## config.mk

```make
export PLATFORM = sky130hd
export DESIGN_NAME = polyline_extrude_to_polygon_flat
export DESIGN_NICKNAME = d
export VERILOG_FILES = /design/src/hw/rtl/ple_pkg.sv /design/src/hw/rtl/ple_if.sv /design/src/hw/rtl/polyline_extrude_to_polygon.sv /design/src/hw/rtl/ple_ram.sv /design/src/flat_wrapper.sv
export SDC_FILE = /design/constraint.sdc
export NUM_CORES = 2
export LEC_CHECK = 0
export ABC_AREA = 1
export BUFFER_PORTS_ARGS = -buffer_cell sky130_fd_sc_hd__buf_2
export CORE_AREA = 2 2 417 419
export CTS_CLUSTER_SIZE = 16
export DETAILED_ROUTE_END_ITERATION = 6
export DIE_AREA = 0 0 419 421
export HOLD_SLACK_MARGIN = 0.02
export PLACE_DENSITY = 0.74
export SYNTH_ARGS = -nofsm -noshare
export SYNTH_HDL_FRONTEND = slang
export SYNTH_SLANG_ARGS = --single-unit
export TNS_END_PERCENT = 20
```

## constraint.sdc

```tcl
create_clock -name i_clk -period 6.8 [get_ports i_clk]
set_clock_uncertainty 0.15 [all_clocks]
set_input_delay 0.34 -clock i_clk [delete_from_list [all_inputs] [get_ports i_clk]]
set_output_delay 0.34 -clock i_clk [all_outputs]
set_load 0.02 [all_outputs]
```

## src/hw/rtl/ple_pkg.sv

```systemverilog
// shared types and constants of the polyline extruder
// used by the interfaces, the top level and the checker
package ple_pkg;

    localparam int MAX_POINTS_DEF = 32;
    localparam int COORD_W        = 15;
    localparam int VTX_W          = 16;
    localparam int TW_W           = 10;
    localparam logic [TW_W-1:0] TW_RESET = 10'd40;

    // magnitude and arithmetic widths
    localparam int DIFF_W  = 16;              // |dx|, |dy|
    localparam int SUM_W   = 32;              // dx^2 + dy^2
    localparam int RAD_W   = 62;              // sum shifted by 30
    localparam int ROOT_W  = 31;
    localparam int REM_W   = 35;
    localparam int NUM_W   = 26;              // |d| * width
    localparam int QUO_W   = 26;
    localparam int DREM_W  = 32;
    localparam int ACC_W   = 33;              // q16 vertex before rounding
    localparam int SQRT_STEPS = 31;
    localparam int DIV_STEPS  = 26;
    localparam int STEP_W     = 5;

    typedef enum logic [3:0] {
        S_IDLE, S_RA, S_RB, S_RC, S_SQ1, S_SQ2, S_SQRT, S_DIV, S_OUT, S_WAIT
    } t_state;

    // round a q16 value to integer, halves away from zero
    function automatic logic signed [VTX_W-1:0] round_q16(input logic signed [ACC_W-1:0] v);
        logic [ACC_W-1:0] mag;
        logic [ACC_W-1:0] rq;
        logic [VTX_W-1:0] res;
        mag = v[ACC_W-1] ? ACC_W'(-v) : ACC_W'(v);
        rq  = (mag + ACC_W'(32768)) >> 16;
        res = rq[VTX_W-1:0];
        return v[ACC_W-1] ? VTX_W'(-res) : res;
    endfunction

endpackage

```

## src/hw/rtl/ple_if.sv

```systemverilog
// valid/ready channels of the polyline extruder: points, vertices, width
// depends on ple_pkg for field widths
interface ple_pt_if;
    logic                                   valid;
    logic                                   ready;
    logic signed [ple_pkg::COORD_W-1:0]     point_x;
    logic signed [ple_pkg::COORD_W-1:0]     point_y;
    logic                                   last_point;
    modport source(output valid, point_x, point_y, last_point, input ready);
    modport sink(input valid, point_x, point_y, last_point, output ready);
endinterface

interface ple_vtx_if;
    logic                                   valid;
    logic                                   ready;
    logic signed [ple_pkg::VTX_W-1:0]       vertex_x;
    logic signed [ple_pkg::VTX_W-1:0]       vertex_y;
    logic                                   on_right_side;
    logic                                   last_vertex;
    logic                                   points_dropped;
    modport source(output valid, vertex_x, vertex_y, on_right_side, last_vertex,
                   points_dropped, input ready);
    modport sink(input valid, vertex_x, vertex_y, on_right_side, last_vertex,
                 points_dropped, output ready);
endinterface

interface ple_cfg_if;
    logic                                   valid;
    logic                                   ready;
    logic [ple_pkg::TW_W-1:0]               trail_width;
    modport source(output valid, trail_width, input ready);
    modport sink(input valid, trail_width, output ready);
endinterface

```

## src/hw/rtl/polyline_extrude_to_polygon.sv

```systemverilog
// top level of the polyline extruder: point store, normal unit, vertex output
// depends on ple_pkg, ple_if and ple_ram
//
// Points are taken one word per cycle and stored in two rams (x and y) of
// MAX_POINTS entries; points beyond that are dropped and flagged on every vertex.
// A point with last_point set starts output; no point is taken until the whole
// polygon (2n vertices: left edge in order, then right edge reversed) has gone
// out. Each vertex goes through three ram reads, the squaring states S_SQ1 and
// S_SQ2, a 31-step bit-serial square root and a 26-step restoring divide (x and
// y offsets in parallel), a rounding state and the output handshake, where it
// may stall. Every vertex recomputes its normal.
module polyline_extrude_to_polygon #(
    parameter int MAX_POINTS = ple_pkg::MAX_POINTS_DEF
) (
    input  logic          i_clk,
    input  logic          i_rst_n,
    ple_pt_if.sink        i_pt,
    ple_vtx_if.source     o_vtx,
    ple_cfg_if.sink       i_cfg
);
    localparam int IW = $clog2(MAX_POINTS);
    localparam int CW = $clog2(MAX_POINTS + 1);

    ple_pkg::t_state r_state, n_state;

    logic [ple_pkg::TW_W-1:0] r_width;
    logic [CW-1:0]            r_count;
    logic                     r_ovf;
    logic [IW-1:0]            r_idx;
    logic                     r_pass;

    logic signed [ple_pkg::COORD_W-1:0] r_ax, r_ay, r_cx, r_cy;
    logic [ple_pkg::DIFF_W-1:0]  r_adx, r_ady;
    logic                        r_dxneg, r_dyneg;
    logic [ple_pkg::SUM_W-1:0]   r_s;
    logic [ple_pkg::NUM_W-1:0]   r_nx, r_ny;
    logic [ple_pkg::RAD_W-1:0]   r_rad;
    logic [ple_pkg::REM_W-1:0]   r_rem;
    logic [ple_pkg::ROOT_W-1:0]  r_root;
    logic [ple_pkg::DREM_W-1:0]  r_drx, r_dry;
    logic [ple_pkg::QUO_W-1:0]   r_qx, r_qy;
    logic [ple_pkg::STEP_W-1:0]  r_step;

    logic signed [ple_pkg::VTX_W-1:0] r_vx, r_vy;
    logic r_vvalid, r_vright, r_vlast, r_vdrop;

    logic in_fire, out_fire, store_we, idx_last;
    logic [IW-1:0] rd_addr, prev_idx, next_idx;
    logic signed [ple_pkg::COORD_W-1:0] x_rd, y_rd;
    logic signed [ple_pkg::DIFF_W-1:0] dx, dy;
    logic [ple_pkg::SUM_W-1:0] s_tot;
    logic [ple_pkg::REM_W-1:0] sq_rem, sq_trial;
    logic [ple_pkg::DREM_W-1:0] drx_sh, dry_sh, div_d;
    logic signed [ple_pkg::ACC_W-1:0] cxq, cyq, offx, offy, sumx, sumy;

    assign in_fire  = i_pt.valid && i_pt.ready;
    assign out_fire = r_vvalid && o_vtx.ready;
    assign store_we = in_fire && (r_count < CW'(MAX_POINTS));
    assign idx_last = ({{(CW-IW){1'b0}}, r_idx} == r_count - CW'(1));
    assign prev_idx = (r_idx == '0) ? r_idx : r_idx - IW'(1);
    assign next_idx = idx_last ? r_idx : r_idx + IW'(1);

    // point stores
    ple_ram #(.WIDTH(ple_pkg::COORD_W), .DEPTH(MAX_POINTS)) u_xram (
        .i_clk(i_clk), .i_we(store_we), .i_waddr(r_count[IW-1:0]),
        .i_wdata(i_pt.point_x), .i_raddr(rd_addr), .o_rdata(x_rd)
    );
    ple_ram #(.WIDTH(ple_pkg::COORD_W), .DEPTH(MAX_POINTS)) u_yram (
        .i_clk(i_clk), .i_we(store_we), .i_waddr(r_count[IW-1:0]),
        .i_wdata(i_pt.point_y), .i_raddr(rd_addr), .o_rdata(y_rd)
    );

    // next state
    always_comb begin
        n_state = r_state;
        unique case (r_state)
            ple_pkg::S_IDLE: if (in_fire && i_pt.last_point) n_state = ple_pkg::S_RA;
            ple_pkg::S_RA:   n_state = ple_pkg::S_RB;
            ple_pkg::S_RB:   n_state = ple_pkg::S_RC;
            ple_pkg::S_RC:   n_state = ple_pkg::S_SQ1;
            ple_pkg::S_SQ1:  n_state = ple_pkg::S_SQ2;
            ple_pkg::S_SQ2:  n_state = ple_pkg::S_SQRT;
            ple_pkg::S_SQRT: begin
                if (r_step == ple_pkg::STEP_W'(ple_pkg::SQRT_STEPS - 1))
                    n_state = ple_pkg::S_DIV;
            end
            ple_pkg::S_DIV: begin
                if (r_step == ple_pkg::STEP_W'(ple_pkg::DIV_STEPS - 1))
                    n_state = ple_pkg::S_OUT;
            end
            ple_pkg::S_OUT:  n_state = ple_pkg::S_WAIT;
            ple_pkg::S_WAIT: begin
                if (out_fire)
                    n_state = (r_pass && r_idx == '0) ? ple_pkg::S_IDLE : ple_pkg::S_RA;
            end
            default: n_state = ple_pkg::S_IDLE;
        endcase
    end

    // state outputs: input ready and ram read address
    always_comb begin
        i_pt.ready = 1'b0;
        rd_addr    = r_idx;
        unique case (r_state)
            ple_pkg::S_IDLE: i_pt.ready = 1'b1;
            ple_pkg::S_RA:   rd_addr = prev_idx;
            ple_pkg::S_RB:   rd_addr = next_idx;
            default:         rd_addr = r_idx;
        endcase
    end

    // arithmetic helpers
    assign dx       = ple_pkg::DIFF_W'(x_rd) - ple_pkg::DIFF_W'(r_ax);
    assign dy       = ple_pkg::DIFF_W'(y_rd) - ple_pkg::DIFF_W'(r_ay);
    assign s_tot    = r_s + ple_pkg::SUM_W'(r_ady * r_ady);
    assign sq_rem   = {r_rem[ple_pkg::REM_W-3:0], r_rad[ple_pkg::RAD_W-1 -: 2]};
    assign sq_trial = {2'b00, r_root, 2'b01};
    assign div_d    = {1'b0, r_root};
    assign drx_sh   = {r_drx[ple_pkg::DREM_W-2:0], 1'b0};
    assign dry_sh   = {r_dry[ple_pkg::DREM_W-2:0], 1'b0};
    assign cxq  = {{2{r_cx[ple_pkg::COORD_W-1]}}, r_cx, 16'h0000};
    assign cyq  = {{2{r_cy[ple_pkg::COORD_W-1]}}, r_cy, 16'h0000};
    assign offx = r_dyneg ? ple_pkg::ACC_W'(r_qy) : -ple_pkg::ACC_W'(r_qy);
    assign offy = r_dxneg ? -ple_pkg::ACC_W'(r_qx) : ple_pkg::ACC_W'(r_qx);
    assign sumx = r_pass ? cxq - offx : cxq + offx;
    assign sumy = r_pass ? cyq - offy : cyq + offy;

    // control registers
    always_ff @(posedge i_clk) begin
        if (!i_rst_n) begin
            r_state  <= ple_pkg::S_IDLE;
            r_width  <= ple_pkg::TW_RESET;
            r_count  <= '0;
            r_ovf    <= 1'b0;
            r_idx    <= '0;
            r_pass   <= 1'b0;
            r_vvalid <= 1'b0;
        end else begin
            r_state <= n_state;
            if (i_cfg.valid && i_cfg.ready) r_width <= i_cfg.trail_width;
            if (in_fire) begin
                if (store_we) r_count <= r_count + CW'(1);
                else          r_ovf   <= 1'b1;
                r_idx  <= '0;
                r_pass <= 1'b0;
            end
            if (r_state == ple_pkg::S_OUT) r_vvalid <= 1'b1;
            // advance the vertex walk
            if (out_fire) begin
                r_vvalid <= 1'b0;
                if (!r_pass) begin
                    if (idx_last) r_pass <= 1'b1;
                    else          r_idx  <= r_idx + IW'(1);
                end else if (r_idx == '0) begin
                    r_count <= '0;
                    r_ovf   <= 1'b0;
                end else begin
                    r_idx <= r_idx - IW'(1);
                end
            end
        end
    end

    // datapath registers
    always_ff @(posedge i_clk) begin
        unique case (r_state)
            ple_pkg::S_RB: begin
                r_ax <= x_rd;
                r_ay <= y_rd;
            end
            ple_pkg::S_RC: begin
                r_adx   <= dx[ple_pkg::DIFF_W-1] ? ple_pkg::DIFF_W'(-dx) : dx;
                r_ady   <= dy[ple_pkg::DIFF_W-1] ? ple_pkg::DIFF_W'(-dy) : dy;
                r_dxneg <= dx[ple_pkg::DIFF_W-1];
                r_dyneg <= dy[ple_pkg::DIFF_W-1];
            end
            ple_pkg::S_SQ1: begin
                r_cx <= x_rd;
                r_cy <= y_rd;
                r_s  <= ple_pkg::SUM_W'(r_adx * r_adx);
                r_nx <= ple_pkg::NUM_W'(r_adx * r_width);
            end
            ple_pkg::S_SQ2: begin
                r_ny   <= ple_pkg::NUM_W'(r_ady * r_width);
                r_rad  <= {((s_tot == '0) ? ple_pkg::SUM_W'(1) : s_tot), 30'd0};
                r_rem  <= '0;
                r_root <= '0;
                r_step <= '0;
            end
            // one root bit per cycle
            ple_pkg::S_SQRT: begin
                r_rad  <= {r_rad[ple_pkg::RAD_W-3:0], 2'b00};
                if (sq_rem >= sq_trial) begin
                    r_rem  <= sq_rem - sq_trial;
                    r_root <= {r_root[ple_pkg::ROOT_W-2:0], 1'b1};
                end else begin
                    r_rem  <= sq_rem;
                    r_root <= {r_root[ple_pkg::ROOT_W-2:0], 1'b0};
                end
                r_drx  <= {2'b00, r_nx, 4'h0};
                r_dry  <= {2'b00, r_ny, 4'h0};
                r_step <= (r_step == ple_pkg::STEP_W'(ple_pkg::SQRT_STEPS - 1))
                          ? '0 : r_step + ple_pkg::STEP_W'(1);
            end
            // one quotient bit per cycle for both offsets
            ple_pkg::S_DIV: begin
                if (drx_sh >= div_d) begin
                    r_drx <= drx_sh - div_d;
                    r_qx  <= {r_qx[ple_pkg::QUO_W-2:0], 1'b1};
                end else begin
                    r_drx <= drx_sh;
                    r_qx  <= {r_qx[ple_pkg::QUO_W-2:0], 1'b0};
                end
                if (dry_sh >= div_d) begin
                    r_dry <= dry_sh - div_d;
                    r_qy  <= {r_qy[ple_pkg::QUO_W-2:0], 1'b1};
                end else begin
                    r_dry <= dry_sh;
                    r_qy  <= {r_qy[ple_pkg::QUO_W-2:0], 1'b0};
                end
                r_step <= r_step + ple_pkg::STEP_W'(1);
            end
            ple_pkg::S_OUT: begin
                r_vx     <= ple_pkg::round_q16(sumx);
                r_vy     <= ple_pkg::round_q16(sumy);
                r_vright <= r_pass;
                r_vlast  <= r_pass && (r_idx == '0);
                r_vdrop  <= r_ovf;
            end
            default: begin
            end
        endcase
    end

    // output word and config handshake
    assign o_vtx.valid          = r_vvalid;
    assign o_vtx.vertex_x       = r_vx;
    assign o_vtx.vertex_y       = r_vy;
    assign o_vtx.on_right_side  = r_vright;
    assign o_vtx.last_vertex    = r_vlast;
    assign o_vtx.points_dropped = r_vdrop;
    assign i_cfg.ready          = 1'b1;
endmodule

```

## src/hw/rtl/ple_ram.sv

```systemverilog
// generic simple dual-port ram, one write and one registered read port
// no package dependency
module ple_ram #(
    parameter int WIDTH = 15,
    parameter int DEPTH = 32
) (
    input  logic                     i_clk,
    input  logic                     i_we,
    input  logic [$clog2(DEPTH)-1:0] i_waddr,
    input  logic [WIDTH-1:0]         i_wdata,
    input  logic [$clog2(DEPTH)-1:0] i_raddr,
    output logic [WIDTH-1:0]         o_rdata
);
    logic [WIDTH-1:0] r_mem [DEPTH];
    logic [WIDTH-1:0] r_rdata;

    // write and registered read
    always_ff @(posedge i_clk) begin
        if (i_we) begin
            r_mem[i_waddr] <= i_wdata;
        end
        r_rdata <= r_mem[i_raddr];
    end

    assign o_rdata = r_rdata;
endmodule

```

## src/flat_wrapper.sv

```systemverilog
// flat-port wrapper written by rule: the top's interface ports become plain ports
module polyline_extrude_to_polygon_flat 
#(
    parameter int MAX_POINTS = ple_pkg::MAX_POINTS_DEF
)
  (i_clk, i_rst_n, i_pt_valid, i_pt_point_x, i_pt_point_y, i_pt_last_point, i_pt_ready, o_vtx_valid, o_vtx_vertex_x, o_vtx_vertex_y, o_vtx_on_right_side, o_vtx_last_vertex, o_vtx_points_dropped, o_vtx_ready, i_cfg_valid, i_cfg_trail_width, i_cfg_ready);
  ple_pt_if i_pt_i ();
  ple_vtx_if o_vtx_i ();
  ple_cfg_if i_cfg_i ();
  input  logic i_clk;
  input  logic i_rst_n;
  input wire logic [$bits(i_pt_i.valid)-1:0] i_pt_valid;
  input wire logic [$bits(i_pt_i.point_x)-1:0] i_pt_point_x;
  input wire logic [$bits(i_pt_i.point_y)-1:0] i_pt_point_y;
  input wire logic [$bits(i_pt_i.last_point)-1:0] i_pt_last_point;
  output wire logic [$bits(i_pt_i.ready)-1:0] i_pt_ready;
  output wire logic [$bits(o_vtx_i.valid)-1:0] o_vtx_valid;
  output wire logic [$bits(o_vtx_i.vertex_x)-1:0] o_vtx_vertex_x;
  output wire logic [$bits(o_vtx_i.vertex_y)-1:0] o_vtx_vertex_y;
  output wire logic [$bits(o_vtx_i.on_right_side)-1:0] o_vtx_on_right_side;
  output wire logic [$bits(o_vtx_i.last_vertex)-1:0] o_vtx_last_vertex;
  output wire logic [$bits(o_vtx_i.points_dropped)-1:0] o_vtx_points_dropped;
  input wire logic [$bits(o_vtx_i.ready)-1:0] o_vtx_ready;
  input wire logic [$bits(i_cfg_i.valid)-1:0] i_cfg_valid;
  input wire logic [$bits(i_cfg_i.trail_width)-1:0] i_cfg_trail_width;
  output wire logic [$bits(i_cfg_i.ready)-1:0] i_cfg_ready;
  assign i_pt_i.valid = i_pt_valid;
  assign i_pt_i.point_x = i_pt_point_x;
  assign i_pt_i.point_y = i_pt_point_y;
  assign i_pt_i.last_point = i_pt_last_point;
  assign i_pt_ready = i_pt_i.ready;
  assign o_vtx_valid = o_vtx_i.valid;
  assign o_vtx_vertex_x = o_vtx_i.vertex_x;
  assign o_vtx_vertex_y = o_vtx_i.vertex_y;
  assign o_vtx_on_right_side = o_vtx_i.on_right_side;
  assign o_vtx_last_vertex = o_vtx_i.last_vertex;
  assign o_vtx_points_dropped = o_vtx_i.points_dropped;
  assign o_vtx_i.ready = o_vtx_ready;
  assign i_cfg_i.valid = i_cfg_valid;
  assign i_cfg_i.trail_width = i_cfg_trail_width;
  assign i_cfg_ready = i_cfg_i.ready;
  polyline_extrude_to_polygon #(.MAX_POINTS(MAX_POINTS)) u_core (.i_clk(i_clk), .i_rst_n(i_rst_n), .i_pt(i_pt_i), .o_vtx(o_vtx_i), .i_cfg(i_cfg_i));
endmodule
```

==> out/metrics.cfg <==
[pwr]
leakagePower_nw=45.7
swShare_pct=40.2
p_switching_mw=15.8
p_per_area_nw_per_um2=372
p_clk_share_pct=21.3
peakVddDrop_uv=874
power_frac_comb_pct=50.0
intPower_mw=23.5
seq_power_share_pct=28.6

[setup_path]
arrival_ns=7.00
crit_slowest_cell=fa_1
crit_family=adder cells
cp_max_fo=6
worst-path-buf-inv=3
crit_top_cell=fa_1
critical_path_class=flop to flop
cp.required_ns=7.21
critPathCaptureType=flop
crit_path_start_kind=flop
max_stage_delay_ns=0.56

[sta]
fmax_mhz=152
worst_slack_ns=0.213
drv_slew=0
hold_slack_ns=0.0982
rsz0062_at_grt=true
max_slew_margin_pct=16.6
setup_viol=0
finalHoldViolCount=0
fin_crit_ns=6.59
period_share_pct=96.9
setup_tns_ns=0
worstMarginPinSlew_ns=1.25

[drt]
routed_wl_mm=241
drt_iter0_drc=6345
viasPerCell=5.65
drtPass1Iterations=7
detail_route.wl_per_cell_um=19.2
num_vias=70900
remaining_drc_errors=19
ant_nets=0

[cts]
cts_root_buf=clkbuf_16
clockBufferDepth=3
cts.clk_slew.worst_paths_ns=0.06
clk_latency_ns=0.81
cts-buffers-inserted=154
cts_tree=built
clkSinkCount=1445
htreeDepth=4

[final_layout]
nets=11300
layout-drive-gt1-share_pct=8.18
area_growth_pct=10.4
fin_cells=12500
antenna_cells=0
utilization_pct=61.4

[place]
place_congestion=0.941
dp_slack_ns=-0.144
dpl.cell_count=12200
hpwl_mm=167
portBuffers=82

[grt]
track_usage_pct=27.1
grt_pass1_vias=70100
antenna_found_initial=1
overflow=0
grt_pass1_wl_mm=378
grt_max_degree=193

[synthesis]
yosysMostFrequentCell=nand2_1
yosysWarnings=0
syn_inst=9970
syn_avg_cell_area_sq_um=9.62
ys_ff_latch=1445
syn_nets=11100
syn_area_sq_um=95900
synth_top_area_share_pct=43.4
synth_area_leaders=edfxtp_1 (43%), fa_1 (12%), nand2_1 (6.9%)
ys_top_cells_by_count=nand2_1 (1774), inv_1 (1484), edfxtp_1 (1387)
ys_types=68
synthFlopType=edfxtp_1
synth_enable_flop_cells=1387
synthArstFlopShare_pct=0
yosysTopAreaCell=edfxtp_1
yosysSeqAreaShare_pct=44.6

[run_status]
violations=design-rule violations
outcome=complete, but fails checks

[floorplanning]
rows=153
die_w_um=419
design.core.area_sq_um=172000
start_util_pct=55.6
dieArea_sq_um=176000
num_io_pins=84
die_h_um=421

[min_path]
hold_class=primary input to flop

[run]
cap_violations=0

final cells by class:
cell class	count	area, sq um
timing repair buffer	406	3220
clock buffer	191	4120
inverter	1509	5680
sequential	1445	42800
tap	2325	2910
fill	14000	66600
multi-input combinational	6583	46200
clock inverter	87	911
worst paths after layout:
path,slack [ns],start,cells past startpoint,end
setup / recovery,0.21,u_core.r_ady[6],27,u_core.r_rad[31]
setup reg to reg,0.21,u_core.r_ady[6],27,u_core.r_rad[31]
hold reg to reg,0.30,u_core.r_qy[0],0,u_core.r_qy[1]
hold / removal,0.1,i_pt_last_point,6,u_core.r_state[0]
cell families (layout without fill, tap and decap cells):
kind of cell             Yosys count  in the layout  synth area share [%]
XOR/XNOR                         340            340                  3.11
AO/OA/AOI/OAI                   1518           1518                  9.93
buffers and inverters           1942           2193                  7.74
flip-flops                      1445           1445                  44.6
AND/OR/NAND/NOR                 3613           3613                  15.5
adder cells (fa/ha/maj)         1110           1110                  19.1
other                              2              2               0.00783
tightest hold or removal path: stages:
cell,delay (ns)
buf_2,0.08
nand2_1,0.12
nand2_1,0.13
nand3_1,0.09
o21ai_0,0.17
a21oi_1,0.07
flip-flops by register name (all words and copies together) (netlist names), 31 cells and up:
signal and cells:
u_core.r_root 31, u_core.u_xram.r_mem 480, u_core.r_dry 31, u_core.u_yram.r_mem 480, u_core.r_s 31, u_core.r_rem 33, u_core.r_drx 31, u_core.r_rad 32
power by group through the flow:
stage	registers (mW)	clock network [mW]	logic, mW
2_1_floorplan	11.2	0	12.8
3_3_place_gp	11.4	0	18.4
3_5_place_dp	11.4	0	18.7
4_1_cts	11.3	8.48	19.0
5_1_grt	11.3	8.81	22.0
6_report	11.3	8.40	19.7
placed cells by master, fill, tap and decap left out, types with 66 or more instances in the layout:
cell       netlist  final
clkbuf_16        0    159
nand3_1        325    325
a21oi_1        378    364
inv_1         1484   1480
xnor2_1        111    111
xor2_1         228    228
nand2_2         60     66
o21ai_0        490    470
buf_4            8    239
ha_1           524    518
fa_1           586    581
nand2_1       1774   1768
o211ai_1       113    113
edfxtp_1      1387   1387
nor2_1        1201   1162
nor3_1          84     81
o311ai_0       152    152
buf_2           24     82
o21bai_1       141    141
o32ai_1         91     91
metal layers:
metal | up-vias | track usage, % | wire (um)
li1 | 33300 | - | -
met2 | 2446 | 47.3 | 122000
met5 | - | 0 | 18
met4 | 2 | 9.68 | 8190
met1 | 34700 | 34.7 | 96500
met3 | 446 | 3.47 | 14200
timing repair:
item	in CTS	in global routing
endpoints found under the setup margin	3	33
pin swaps	1	14
endpoints found under the hold margin	973	0
hold buffers	63	0
buffers inserted	1	21
gates resized for setup	6	69
through the flow:
stage	area, sq um	total power [mW]
2_1_floorplan	95900	24.0
5_1_grt	106000	42.0
3_3_place_gp	99800	29.8
6_report	106000	39.3
4_1_cts	105000	38.7
3_5_place_dp	99800	30.2
(Power assumes the default switching activity.)
